## config.mk

```make
export PLATFORM = sky130hd
export DESIGN_NAME = indexed_list_engine_core_flat
export DESIGN_NICKNAME = d
export VERILOG_FILES = /design/src/design/ile_pkg.sv /design/src/design/ile_req_if.sv /design/src/design/ile_rsp_if.sv /design/src/design/indexed_list_engine_core.sv /design/src/design/ile_ram.sv /design/src/flat_wrapper.sv
export SDC_FILE = /design/constraint.sdc
export NUM_CORES = 2
export LEC_CHECK = 0
export BUFFER_PORTS_ARGS = -buffer_cell sky130_fd_sc_hd__buf_2
export CAP_MARGIN = 20
export CELL_PAD_IN_SITES_DETAIL_PLACEMENT = 1
export CELL_PAD_IN_SITES_GLOBAL_PLACEMENT = 1
export CORE_AREA = 2 2 571 289
export CTS_CLUSTER_DIAMETER = 150
export DETAILED_ROUTE_END_ITERATION = 10
export DIE_AREA = 0 0 573 291
export GPL_TIMING_DRIVEN = 0
export PLACE_DENSITY_LB_ADDON = 0.1
export SLEW_MARGIN = 20
export SYNTH_ARGS = -nofsm -noshare
export SYNTH_HDL_FRONTEND = slang
export SYNTH_SLANG_ARGS = --single-unit
```

## constraint.sdc

```tcl
create_clock -name clock -period 14.85 [get_ports clock]
set_input_delay 2.97 -clock clock [delete_from_list [all_inputs] [get_ports clock]]
set_output_delay 2.97 -clock clock [all_outputs]
set_load 0.02 [all_outputs]
```

## src/design/ile_pkg.sv

```systemverilog
package ile_pkg;

   // Default list capacity
   localparam int CAPACITY_DEFAULT = 64;

   // Payload field widths
   localparam int KIND_W   = 3;
   localparam int POS_W    = 7;
   localparam int VALUE_W  = 32;
   localparam int STATUS_W = 2;
   localparam int COUNT_W  = 7;

   // Operation codes; codes 5 to 7 are ignored
   typedef enum logic [KIND_W-1:0] {
      KIND_READ       = 3'd0,
      KIND_INS_FRONT  = 3'd1,
      KIND_INS_BACK   = 3'd2,
      KIND_INS_POS    = 3'd3,
      KIND_DELETE     = 3'd4
   } kind_type;

   // Result status codes
   typedef enum logic [STATUS_W-1:0] {
      ST_DONE  = 2'd0,
      ST_RANGE = 2'd1,
      ST_FULL  = 2'd2
   } status_type;

endpackage

```

## src/design/ile_req_if.sv

```systemverilog
// Operation channel
interface ile_req_if;
   logic                                valid;
   logic                                ready;
   logic [ile_pkg::KIND_W-1:0]          kind;
   logic [ile_pkg::POS_W-1:0]           position;
   logic signed [ile_pkg::VALUE_W-1:0]  value;

   modport source (output valid, kind, position, value, input ready);
   modport sink   (input valid, kind, position, value, output ready);
endinterface

```

## src/design/ile_rsp_if.sv

```systemverilog
// Result channel
interface ile_rsp_if;
   logic                                valid;
   logic                                ready;
   logic signed [ile_pkg::VALUE_W-1:0]  read_value;
   logic [ile_pkg::STATUS_W-1:0]        status;
   logic [ile_pkg::COUNT_W-1:0]         entry_count;

   modport source (output valid, read_value, status, entry_count, input ready);
   modport sink   (input valid, read_value, status, entry_count, output ready);
endinterface

```

## src/design/indexed_list_engine_core.sv

```systemverilog
// Indexed list engine: an ordered list of up to CAPACITY signed 32-bit values.
// req channel carries one operation per transfer (kind, position, value);
// rsp channel returns exactly one result per operation, in order, with the
// value read, a status and the entry count after the operation.
// Entries live in one RAM with a registered read port.
// Rejected operations and ignored kinds load the result register directly;
// a read in range takes the RAM read, then the result register; an
// insert or delete moves k entries, k = count - position for an insert,
// count - position - 1 for a delete, then writes the result register.
// The move loop reads one entry and writes the entry read in the cycle
// before, so one entry moves per cycle through the single RAM read port.
// One operation is in work at a time; a new request is taken once the
// engine is idle and the result register is empty or draining, so a new
// operation is not taken before the last one has completed.
// A stalled result holds in the result register; requests wait meanwhile.
// Reset (synchronous, active high) empties the list and the result
// register; RAM contents are not cleared and need no clearing pass.
module indexed_list_engine_core #(
   parameter int CAPACITY = ile_pkg::CAPACITY_DEFAULT
) (
   input  logic     clock,
   input  logic     reset,
   ile_req_if.sink  req,
   ile_rsp_if.source rsp
);

   localparam int AW = $clog2(CAPACITY);
   localparam int CW = $clog2(CAPACITY + 1);
   localparam int W  = (CW > ile_pkg::POS_W) ? CW : ile_pkg::POS_W;

   typedef enum logic [2:0] {
      S_IDLE  = 3'b001,
      S_READ  = 3'b010,
      S_SHIFT = 3'b100
   } state_type;

   state_type                          state_ff, state_in;
   logic [CW-1:0]                      count_ff, count_in;
   logic                               rsp_valid_ff, rsp_valid_in;
   logic signed [ile_pkg::VALUE_W-1:0] rsp_value_ff, rsp_value_in;
   logic [ile_pkg::STATUS_W-1:0]       rsp_status_ff, rsp_status_in;
   logic [ile_pkg::COUNT_W-1:0]        rsp_count_ff, rsp_count_in;
   logic                               is_ins_ff, is_ins_in;
   logic                               reading_ff, reading_in;
   logic                               pend_ff, pend_in;
   logic [AW-1:0]                      idx_ff, idx_in;
   logic [AW-1:0]                      last_ff, last_in;
   logic [AW-1:0]                      wr_addr_ff, wr_addr_in;
   logic [AW-1:0]                      pos_addr_ff, pos_addr_in;
   logic [ile_pkg::VALUE_W-1:0]        value_ff, value_in;

   logic                               ram_wr_en, ram_rd_en;
   logic [AW-1:0]                      ram_wr_addr, ram_rd_addr;
   logic [ile_pkg::VALUE_W-1:0]        ram_wr_data, ram_rd_data;

   logic                               accept;
   logic                               full;
   logic [W-1:0]                       pos_w, cnt_w, ipos_w;
   logic                               ld;
   logic [ile_pkg::VALUE_W-1:0]        ld_value;
   logic [ile_pkg::STATUS_W-1:0]       ld_status;
   logic [CW-1:0]                      ld_count;
   logic [W-1:0]                       ld_count_w;

   ile_ram #(
      .WIDTH (ile_pkg::VALUE_W),
      .DEPTH (CAPACITY)
   ) u_ram (
      .clock   (clock),
      .wr_en   (ram_wr_en),
      .wr_addr (ram_wr_addr),
      .wr_data (ram_wr_data),
      .rd_en   (ram_rd_en),
      .rd_addr (ram_rd_addr),
      .rd_data (ram_rd_data)
   );

   assign req.ready = (state_ff == S_IDLE) && (!rsp_valid_ff || rsp.ready);
   assign accept    = req.valid && req.ready;
   assign pos_w     = W'(req.position);
   assign cnt_w     = W'(count_ff);
   assign full      = (count_ff == CW'(CAPACITY));

   // Insert position by kind
   always_comb begin
      case (req.kind)
         ile_pkg::KIND_INS_FRONT: ipos_w = '0;
         ile_pkg::KIND_INS_BACK:  ipos_w = cnt_w;
         default:                 ipos_w = pos_w;
      endcase
   end

   // Sequencer: dispatch, RAM read, entry move loop, completion
   always_comb begin
      state_in    = state_ff;
      count_in    = count_ff;
      is_ins_in   = is_ins_ff;
      reading_in  = reading_ff;
      pend_in     = pend_ff;
      idx_in      = idx_ff;
      last_in     = last_ff;
      wr_addr_in  = wr_addr_ff;
      pos_addr_in = pos_addr_ff;
      value_in    = value_ff;
      ram_wr_en   = 1'b0;
      ram_wr_addr = wr_addr_ff;
      ram_wr_data = ram_rd_data;
      ram_rd_en   = 1'b0;
      ram_rd_addr = idx_ff;
      ld          = 1'b0;
      ld_value    = '0;
      ld_status   = ile_pkg::ST_DONE;
      ld_count    = count_ff;

      case (state_ff)
         S_IDLE: begin
            if (accept) begin
               case (req.kind)
                  ile_pkg::KIND_READ: begin
                     if (pos_w < cnt_w) begin
                        ram_rd_en   = 1'b1;
                        ram_rd_addr = pos_w[AW-1:0];
                        state_in    = S_READ;
                     end else begin
                        ld        = 1'b1;
                        ld_value  = '1;
                        ld_status = ile_pkg::ST_RANGE;
                     end
                  end
                  ile_pkg::KIND_INS_FRONT, ile_pkg::KIND_INS_BACK,
                  ile_pkg::KIND_INS_POS: begin
                     if (ipos_w > cnt_w) begin
                        ld        = 1'b1;
                        ld_status = ile_pkg::ST_RANGE;
                     end else if (full) begin
                        ld        = 1'b1;
                        ld_status = ile_pkg::ST_FULL;
                     end else begin
                        // move entries ipos..count-1 one place back
                        is_ins_in   = 1'b1;
                        idx_in      = cnt_w[AW-1:0] - AW'(1);
                        last_in     = ipos_w[AW-1:0];
                        reading_in  = (ipos_w < cnt_w);
                        pend_in     = 1'b0;
                        pos_addr_in = ipos_w[AW-1:0];
                        value_in    = req.value;
                        state_in    = S_SHIFT;
                     end
                  end
                  ile_pkg::KIND_DELETE: begin
                     if (pos_w >= cnt_w) begin
                        ld        = 1'b1;
                        ld_status = ile_pkg::ST_RANGE;
                     end else begin
                        // move entries position+1..count-1 one place forward
                        is_ins_in  = 1'b0;
                        idx_in     = pos_w[AW-1:0] + AW'(1);
                        last_in    = cnt_w[AW-1:0] - AW'(1);
                        reading_in = (pos_w != (cnt_w - W'(1)));
                        pend_in    = 1'b0;
                        state_in   = S_SHIFT;
                     end
                  end
                  default: begin
                     ld = 1'b1;
                  end
               endcase
            end
         end
         S_READ: begin
            ld       = 1'b1;
            ld_value = ram_rd_data;
            state_in = S_IDLE;
         end
         S_SHIFT: begin
            // write back the entry read last cycle
            if (pend_ff) begin
               ram_wr_en   = 1'b1;
               ram_wr_addr = wr_addr_ff;
               ram_wr_data = ram_rd_data;
            end
            if (reading_ff) begin
               ram_rd_en   = 1'b1;
               ram_rd_addr = idx_ff;
               pend_in     = 1'b1;
               wr_addr_in  = is_ins_ff ? idx_ff + AW'(1) : idx_ff - AW'(1);
               idx_in      = is_ins_ff ? idx_ff - AW'(1) : idx_ff + AW'(1);
               reading_in  = (idx_ff != last_ff);
            end else begin
               pend_in = 1'b0;
            end
            // loop drained: place the new value, update the count
            if (!reading_ff && !pend_ff) begin
               if (is_ins_ff) begin
                  ram_wr_en   = 1'b1;
                  ram_wr_addr = pos_addr_ff;
                  ram_wr_data = value_ff;
                  count_in    = count_ff + CW'(1);
               end else begin
                  count_in    = count_ff - CW'(1);
               end
               ld       = 1'b1;
               ld_count = count_in;
               state_in = S_IDLE;
            end
         end
         default: begin
            state_in = S_IDLE;
         end
      endcase
   end

   // Result register
   assign ld_count_w = W'(ld_count);

   always_comb begin
      rsp_valid_in  = rsp_valid_ff && !rsp.ready;
      rsp_value_in  = rsp_value_ff;
      rsp_status_in = rsp_status_ff;
      rsp_count_in  = rsp_count_ff;
      if (ld) begin
         rsp_valid_in  = 1'b1;
         rsp_value_in  = ld_value;
         rsp_status_in = ld_status;
         rsp_count_in  = ld_count_w[ile_pkg::COUNT_W-1:0];
      end
   end

   // Control registers
   always_ff @(posedge clock) begin
      if (reset) begin
         state_ff     <= S_IDLE;
         count_ff     <= '0;
         rsp_valid_ff <= 1'b0;
         reading_ff   <= 1'b0;
         pend_ff      <= 1'b0;
      end else begin
         state_ff     <= state_in;
         count_ff     <= count_in;
         rsp_valid_ff <= rsp_valid_in;
         reading_ff   <= reading_in;
         pend_ff      <= pend_in;
      end
   end

   // Payload registers
   always_ff @(posedge clock) begin
      rsp_value_ff  <= rsp_value_in;
      rsp_status_ff <= rsp_status_in;
      rsp_count_ff  <= rsp_count_in;
      is_ins_ff     <= is_ins_in;
      idx_ff        <= idx_in;
      last_ff       <= last_in;
      wr_addr_ff    <= wr_addr_in;
      pos_addr_ff   <= pos_addr_in;
      value_ff      <= value_in;
   end

   assign rsp.valid       = rsp_valid_ff;
   assign rsp.read_value  = rsp_value_ff;
   assign rsp.status      = rsp_status_ff;
   assign rsp.entry_count = rsp_count_ff;

endmodule

```

## src/design/ile_ram.sv

```systemverilog
// Simple dual-port RAM: one write port, one registered read port
module ile_ram #(
   parameter int WIDTH = ile_pkg::VALUE_W,
   parameter int DEPTH = ile_pkg::CAPACITY_DEFAULT
) (
   input  logic                     clock,
   input  logic                     wr_en,
   input  logic [$clog2(DEPTH)-1:0] wr_addr,
   input  logic [WIDTH-1:0]         wr_data,
   input  logic                     rd_en,
   input  logic [$clog2(DEPTH)-1:0] rd_addr,
   output logic [WIDTH-1:0]         rd_data
);

   logic [WIDTH-1:0] mem_ff [DEPTH];
   logic [WIDTH-1:0] rd_data_ff;

   always_ff @(posedge clock) begin
      if (wr_en) begin
         mem_ff[wr_addr] <= wr_data;
      end
      if (rd_en) begin
         rd_data_ff <= mem_ff[rd_addr];
      end
   end

   assign rd_data = rd_data_ff;

endmodule

```

## src/flat_wrapper.sv

```systemverilog
// flat-port wrapper written by rule: the top's interface ports become plain ports
module indexed_list_engine_core_flat 
#(
   parameter int CAPACITY = ile_pkg::CAPACITY_DEFAULT
)
  (clock, reset, req_valid, req_kind, req_position, req_value, req_ready, rsp_valid, rsp_read_value, rsp_status, rsp_entry_count, rsp_ready);
  ile_req_if req_i ();
  ile_rsp_if rsp_i ();
  input  logic clock;
  input  logic reset;
  input wire logic [$bits(req_i.valid)-1:0] req_valid;
  input wire logic [$bits(req_i.kind)-1:0] req_kind;
  input wire logic [$bits(req_i.position)-1:0] req_position;
  input wire logic [$bits(req_i.value)-1:0] req_value;
  output wire logic [$bits(req_i.ready)-1:0] req_ready;
  output wire logic [$bits(rsp_i.valid)-1:0] rsp_valid;
  output wire logic [$bits(rsp_i.read_value)-1:0] rsp_read_value;
  output wire logic [$bits(rsp_i.status)-1:0] rsp_status;
  output wire logic [$bits(rsp_i.entry_count)-1:0] rsp_entry_count;
  input wire logic [$bits(rsp_i.ready)-1:0] rsp_ready;
  assign req_i.valid = req_valid;
  assign req_i.kind = req_kind;
  assign req_i.position = req_position;
  assign req_i.value = req_value;
  assign req_ready = req_i.ready;
  assign rsp_valid = rsp_i.valid;
  assign rsp_read_value = rsp_i.read_value;
  assign rsp_status = rsp_i.status;
  assign rsp_entry_count = rsp_i.entry_count;
  assign rsp_i.ready = rsp_ready;
  indexed_list_engine_core #(.CAPACITY(CAPACITY)) u_core (.clock(clock), .reset(reset), .req(req_i), .rsp(rsp_i));
endmodule
```

After elaboration in Yosys (flattened, before gate mapping)

Memory sizes are Yosys's and may differ from the RTL's. A register that Yosys moved wholly into a read port is not among the register bits.
Index checks and enable logic that the tools add are counted.

Register bits after elaboration: 111
Memory bits (writable): 2048
Bits of input ports: 46
Output and inout port bits: 43
Word-level logic and storage cells: 149
Memories kept: 1

Memories:

| name                | depth | width | rd ports | clocked after memory_dff | write ports | RTL line      | source |
|---|---|---|---|---|---|---|---|
| u_core.u_ram.mem_ff | 64    | 32    | 1        | 1                        | 1           | ile_ram.sv:15 | `logic [WIDTH-1:0] mem_ff [DEPTH];` |

$add $sub $neg: 6
Magnitude comparators: 4
Equality and inequality tests: 22
Mux-type cells: 80
Bitwise operators: 2
Reduce and logical (&&, ||, !) cells: 20

Operators by type and width:

| operator            | number |
|---|---|
| $mux 32             | 6 |
| $mux 6              | 17 |
| $pmux 32 s2         | 1 |
| $pmux 6 s2          | 3 |
| $mux 1              | 30 |
| $mux 7              | 3 |
| $mux 3              | 6 |
| $ne 3x3->1 const B  | 5 |
| $lt 7x7->1          | 2 |
| $pmux 7 s2          | 1 |
| $reduce_and 7->1    | 2 |
| $add 6x1->6 const B | 2 |
| $pmux 1 s2          | 6 |
| $reduce_and 6->1    | 2 |
| $sub 6x1->6 const B | 2 |
| $eq 3x2->1 const B  | 3 |
| $pmux 3 s3          | 1 |
| $add 7x1->7 const B | 1 |
| $eq 7x7->1 const B  | 1 |
| $ge 7x7->1          | 1 |
| $gt 7x7->1          | 1 |
| $ne 7x7->1          | 1 |
| $sub 7x1->7 const B | 1 |
| $eq 3x1->1 const B  | 2 |
| 18 further kinds    | 34 |

Depth between registers and ports, before layout

Word-level depth: 8
Depth in mapped cells: 17
Gate-level depth less buffers: 13

Modules after synthesis

Synthesis repeated with hierarchy kept, for this count alone.

Cell total of the unflattened synthesis: 4004
Area, all modules: 85270.5 um2

By module, submodules not included:

| module                   | instances | cells an instance | area an instance (um2) | seq. area each (um2) |
|---|---|---|---|---|
| ile_ram                  | 1         | 3511              | 79359.9                | 62459.9 |
| indexed_list_engine_core | 1         | 493               | 5910.7                 | 3203.1 |

Worst setup path before layout

OpenSTA, ideal clock, no wires.

Kind: input port to flip-flop
Start: in req_position[0]
End: reg u_core.pos_addr_ff[0] (enable)
Setup time: 0.446 ns
Arrival time: 7.553 ns
Required time: 14.404 ns
Path slack: 6.851 ns
Stages on the path: 13
Buffers on the path: 5
Cells stage by stage: clkbuf_1 clkbuf_1 buf_2 buf_2 buf_1 a22o_1 a22oi_1 ha_1 nand4_1 or2_2 a21oi_1 nand2_1 a21oi_1

Word-level cells in the longest chain between the ends: 4

RTL lines:

| what                              | RTL line                        | source |
|---|---|---|
| start: declaration                | flat_wrapper.sv:13              | `input wire logic [$bits(req_i.position)-1:0] req_position;` |
| $pmux 7 s2                        | indexed_list_engine_core.sv:86  | `case (req.kind)` |
| $gt 7x7->1                        | indexed_list_engine_core.sv:132 | `if (ipos_w > cnt_w) begin` |
| $not 1->1 (no source line)        | --                              |  |
| $reduce_and 5->1 (no source line) | --                              |  |
| end signal: assignment            | indexed_list_engine_core.sv:255 | `pos_addr_ff <= pos_addr_in;` |
| end: declaration                  | indexed_list_engine_core.sv:49  | `logic [AW-1:0] pos_addr_ff, pos_addr_in;` |

Every way passes these cells.
A chain may end at the register's enable or synchronous reset.

Worst setup path after layout

Start: in req_position[0]
End: reg u_core.u_ram.rd_data_ff[12] (netlist: u_core.u_ram.rd_data[12]), read port of u_core.u_ram.mem_ff, data pin

Word-level cells in the longest chain between the ends: 5
Elaborated cells between the ends (all ways): 9
Those cells by class: order compare (1); mux (8)

RTL lines:

| what                                 | RTL line                        | source |
|---|---|---|
| $lt 7x7->1                           | indexed_list_engine_core.sv:120 | `if (pos_w < cnt_w) begin` |
| $mux 1 or $mux 6 (tied branches)     | indexed_list_engine_core.sv:120 |  |
| $mux 1 or $mux 6 (tied branches)     | indexed_list_engine_core.sv:118 | `case (req.kind)` |
| $mux 1 or $mux 6 (tied branches)     | indexed_list_engine_core.sv:117 | `if (accept) begin` |
| $pmux 1 s2 or $mux 6 (tied branches) | --                              |  |
| end: declaration                     | ile_ram.sv:16                   | `logic [WIDTH-1:0] rd_data_ff;` |

Parallel ways exist; a longest one is shown, timed or not.

==> results_dict.tcl <==
set metrics [dict create \
    endpoint_kind "flip-flop" \
    cpPeakStageDelay_ns 0.93 \
    coreArea_sq_um 162400 \
    portBuffers 86 \
    nNetsFinal 6798 \
    fp.dieH_um 291 \
    ios 89 \
    antenna_left 0 \
    status "complete, no violations" \
    p_per_area_nw_per_um2 131.6 \
    setup_tns_ns 0 \
    grt_antenna_before_repair 40 \
    drc 0 \
    initial_core_util_pct 56.61 \
    clk_pin_slew_ns 0.07 \
    max_cap_violations 0 \
    irDropWorstVdd_uv 117.0 \
    ctsRootBufferMaster "clkbuf_16" \
    area_growth_pct 14.03 \
    rsz0062_at_grt "no" \
    grt_max_degree 65 \
    drtIter0Drc 13810 \
    via_per_inst 7.408 \
    critPathKind "primary input to flip-flop" \
    rows 105 \
    finalWirelength_um 389600 \
    min-delay-start "u_core.state_ff[0]" \
    crit_chain "buf_2 -> clkbuf_1 -> inv_1 -> ha_1 -> nand3b_1 -> a21oi_1 -> or4_1 -> nand2_1 -> buf_2 -> nor2_1 -> clkbuf_1 -> clkbuf_1 -> a31oi_1 -> o22ai_1 -> o221ai_1" \
    rrSetupSlack_ns 7.01 \
    whs_endpoint "u_core.state_ff[1]" \
    cts_tree "yes" \
    clock_skew_ns 0.04646 \
    finalPower_mw 13.79 \
    num-fill-cells 14810 \
    clock_sinks 2191 \
    syn_avg_cell_area_sq_um 14.55 \
    clk_path_buf_depth 4 \
    synth_seq_area_share_pct 71.43 \
    die-area_sq_um 166700 \
    max_slew_margin_pct 8.015 \
    rr_startpoint "u_core.cnt_w[2]" \
    post_cts_resized 0 \
    leakagePower_nw 36.47 \
    final_cell_mix "2178 x edfxtp_1, 944 x mux2i_1, 670 x nand2_1" \
    rr_worst_depth 15 \
    synth_nets 6384 \
    fmaxAchievable_ghz 0.1037 \
    cpMostUsedCell "clkbuf_1" \
    holdBufCountCts 0 \
    critPathArrivalTime_ns 10.05 \
    layout_worst_path_cycle_share_pct 64.94 \
    firstDrtPassIters 10 \
    cts_setup_buffers 0 \
    synth_edf_count 2178 \
    dp_hpwl_um 278500 \
    hold_class "flip-flop to flip-flop" \
    synthesis.area_sq_um 91920 \
    required_ns 15.25 \
    crit_slowest_cell "nor2_1" \
    wl_per_cell_um 42.84 \
    worstMarginPinSlew_ns 1.373 \
    final_layout_size_suffix_gt1_share_pct 11.38 \
    globalRouteOverflowTotal 0 \
    ys_warn_count 0 \
    gp_congestion 1.030 \
    die_w_um 573 \
    htree_levels 4 \
    hold_viol 0 \
    layout.cells.most_common "edfxtp_1" \
    synth-async-reset-ratio_pct 0 \
    clk-insertion-delay-late_ns 0.90 \
    synth_ff_type "edfxtp_1" \
    setup.worst_path.start_class "primary input" \
    finalMaxSlewViolations 0 \
    path_max_fanout 10 \
    period_minus_slack_ns 9.643 \
    yosys_register_bits 2191 \
    vias 67370 \
    cts_buffers 197 \
    synth_cell_type_count 60 \
    grt_pass1_wl_um 526000 \
    hold_path_depth 2 \
    grt_pass1_vias 64920 \
    synth_cells 6319 \
    r2r-end "u_core.u_ram.rd_data[12]" \
    finalSetupViolations 0 \
    grt_usage_pct 45.99 \
]
[layer usage]
layer,routed length (um),up-vias,track usage (%)
met2,147800,6396,58.59
li1,-,25560,-
met1,144400,34390,64.12
met4,17940,34,16.93
met5,1232,-,2.751
met3,78140,994,26.50
[critical path: cells and delay by family]
family          cells  cell delay [ns]
fa+ha+maj           1             0.24
compound gates      4             2.29
buf+inv             6             2.87
simple gates        4             1.64
[power by group]
group / internal, mW / leakage [nW] / switching (mW)
sequential: 6.87 / 19.7 / 0.0254
clock: 2.71 / 2.93 / 2.37
combinational: 0.413 / 13.8 / 1.39
[how the worst max path moves through the flow]
| stage | from | end | slack [ns] |
|---|---|---|---|
| 2_1_floorplan | req_position[0] | u_core.pos_addr_ff[0] | 6.85 |
| 3_3_place_gp | req_position[1] | u_core.value_ff[10] | 2.49 |
| 3_5_place_dp | req_position[0] | u_core.u_ram.rd_data[12] | 5.16 |
| 4_1_cts | req_position[0] | u_core.u_ram.rd_data[12] | 6.07 |
| 5_1_grt | req_position[0] | u_core.u_ram.rd_data[12] | 5.47 |
| 6_report | req_position[0] | u_core.u_ram.rd_data[12] | 5.21 |
[state kept, by name, summed over array words and instances (netlist names)]
register,count
u_core.u_ram.rd_data,32
u_core.wr_addr_ff,6
u_core.u_ram.mem_ff,2048
u_core.cnt_w,7
u_core.state_ff,3
u_core.rsp.valid,1
u_core.idx_ff,6
u_core.rsp.read_value,32
u_core.reading_ff,1
u_core.value_ff,32
u_core.pend_ff,1
u_core.rsp.status,2
u_core.is_ins_ff,1
u_core.rsp.entry_count,7
u_core.pos_addr_ff,6
u_core.last_ff,6
[through the flow]
step | cells | utilization, % | hold slack, ns | area, sq um | worst slack (ns)
2_1_floorplan | 6319 | - | 0.4651 | 91920 | 6.851
3_3_place_gp | 8598 | 58.57 | 0.5013 | 95100 | 2.492
4_1_cts | 9064 | 64.47 | 0.5352 | 104700 | 6.068
6_report | 9094 | 64.55 | 0.5400 | 104800 | 5.207
3_5_place_dp | 8724 | 60.77 | 0.5329 | 98680 | 5.160
5_1_grt | 9077 | 64.53 | 0.5833 | 104800 | 5.474
[final cells by class]
| class | instances | area [sq um] | area share (%) |
|---|---|---|---|
| Multi-Input combinational cell | 3641 | 24880 | 23.74 |
| Tap cell | 2193 | 2744 | 2.618 |
| Clock inverter | 103 | 887.1 | 0.8463 |
| Antenna cell | 27 | 67.56 | 0.06446 |
| Sequential cell | 2191 | 65660 | 62.64 |
| Buffer | 467 | 2013 | 1.921 |
| Inverter | 20 | 75.07 | 0.07162 |
| Timing Repair Buffer | 215 | 3367 | 3.212 |
| Clock buffer | 237 | 5122 | 4.887 |
[cell families (layout without fill, tap and decap cells)]
kind of cell               after synthesis  count (layout)  share of synthesized area, %
and+or+nand+nor                       1615            1615                         8.009
muxes                                  981             981                         10.73
AOI/OAI and AO/OA                      992             992                         7.036
buffers and inverters                  487            1042                         2.209
DFF                                   2191            2191                         71.43
other                                    0              27                             0
adders and majority gates               19              19                        0.2586
xor gates and xnor gates                34              34                        0.3239
[cell usage after synthesis (13+ instances only)]
| library cell | count | area, sq um |
|---|---|---|
| inv_1 | 20 | 75.07 |
| nand3_1 | 646 | 3233 |
| nor2b_1 | 53 | 331.6 |
| a21oi_1 | 85 | 425.4 |
| mux2_2 | 37 | 416.7 |
| clkbuf_1 | 241 | 904.6 |
| nor3_1 | 20 | 100.1 |
| o22ai_1 | 226 | 1414 |
| o21ai_0 | 132 | 660.6 |
| nor2_1 | 111 | 416.7 |
| mux2i_1 | 944 | 9449 |
| o221ai_1 | 48 | 420.4 |
| a31oi_1 | 320 | 2002 |
| edfxtp_1 | 2178 | 65400 |
| or3_1 | 14 | 87.58 |
| a2111oi_0 | 54 | 473.0 |
| buf_2 | 144 | 720.7 |
| buf_1 | 78 | 292.8 |
| ha_1 | 19 | 237.7 |
| xnor2_1 | 22 | 192.7 |
| nor4_1 | 16 | 100.1 |
| o211ai_1 | 19 | 142.6 |
| nand4_1 | 24 | 150.1 |
| dfxtp_1 | 13 | 260.3 |
| a21o_1 | 34 | 255.2 |
| or4_1 | 16 | 120.1 |
| nand2_1 | 672 | 2522 |
Note: power is estimated with default switching activity, not from simulation.
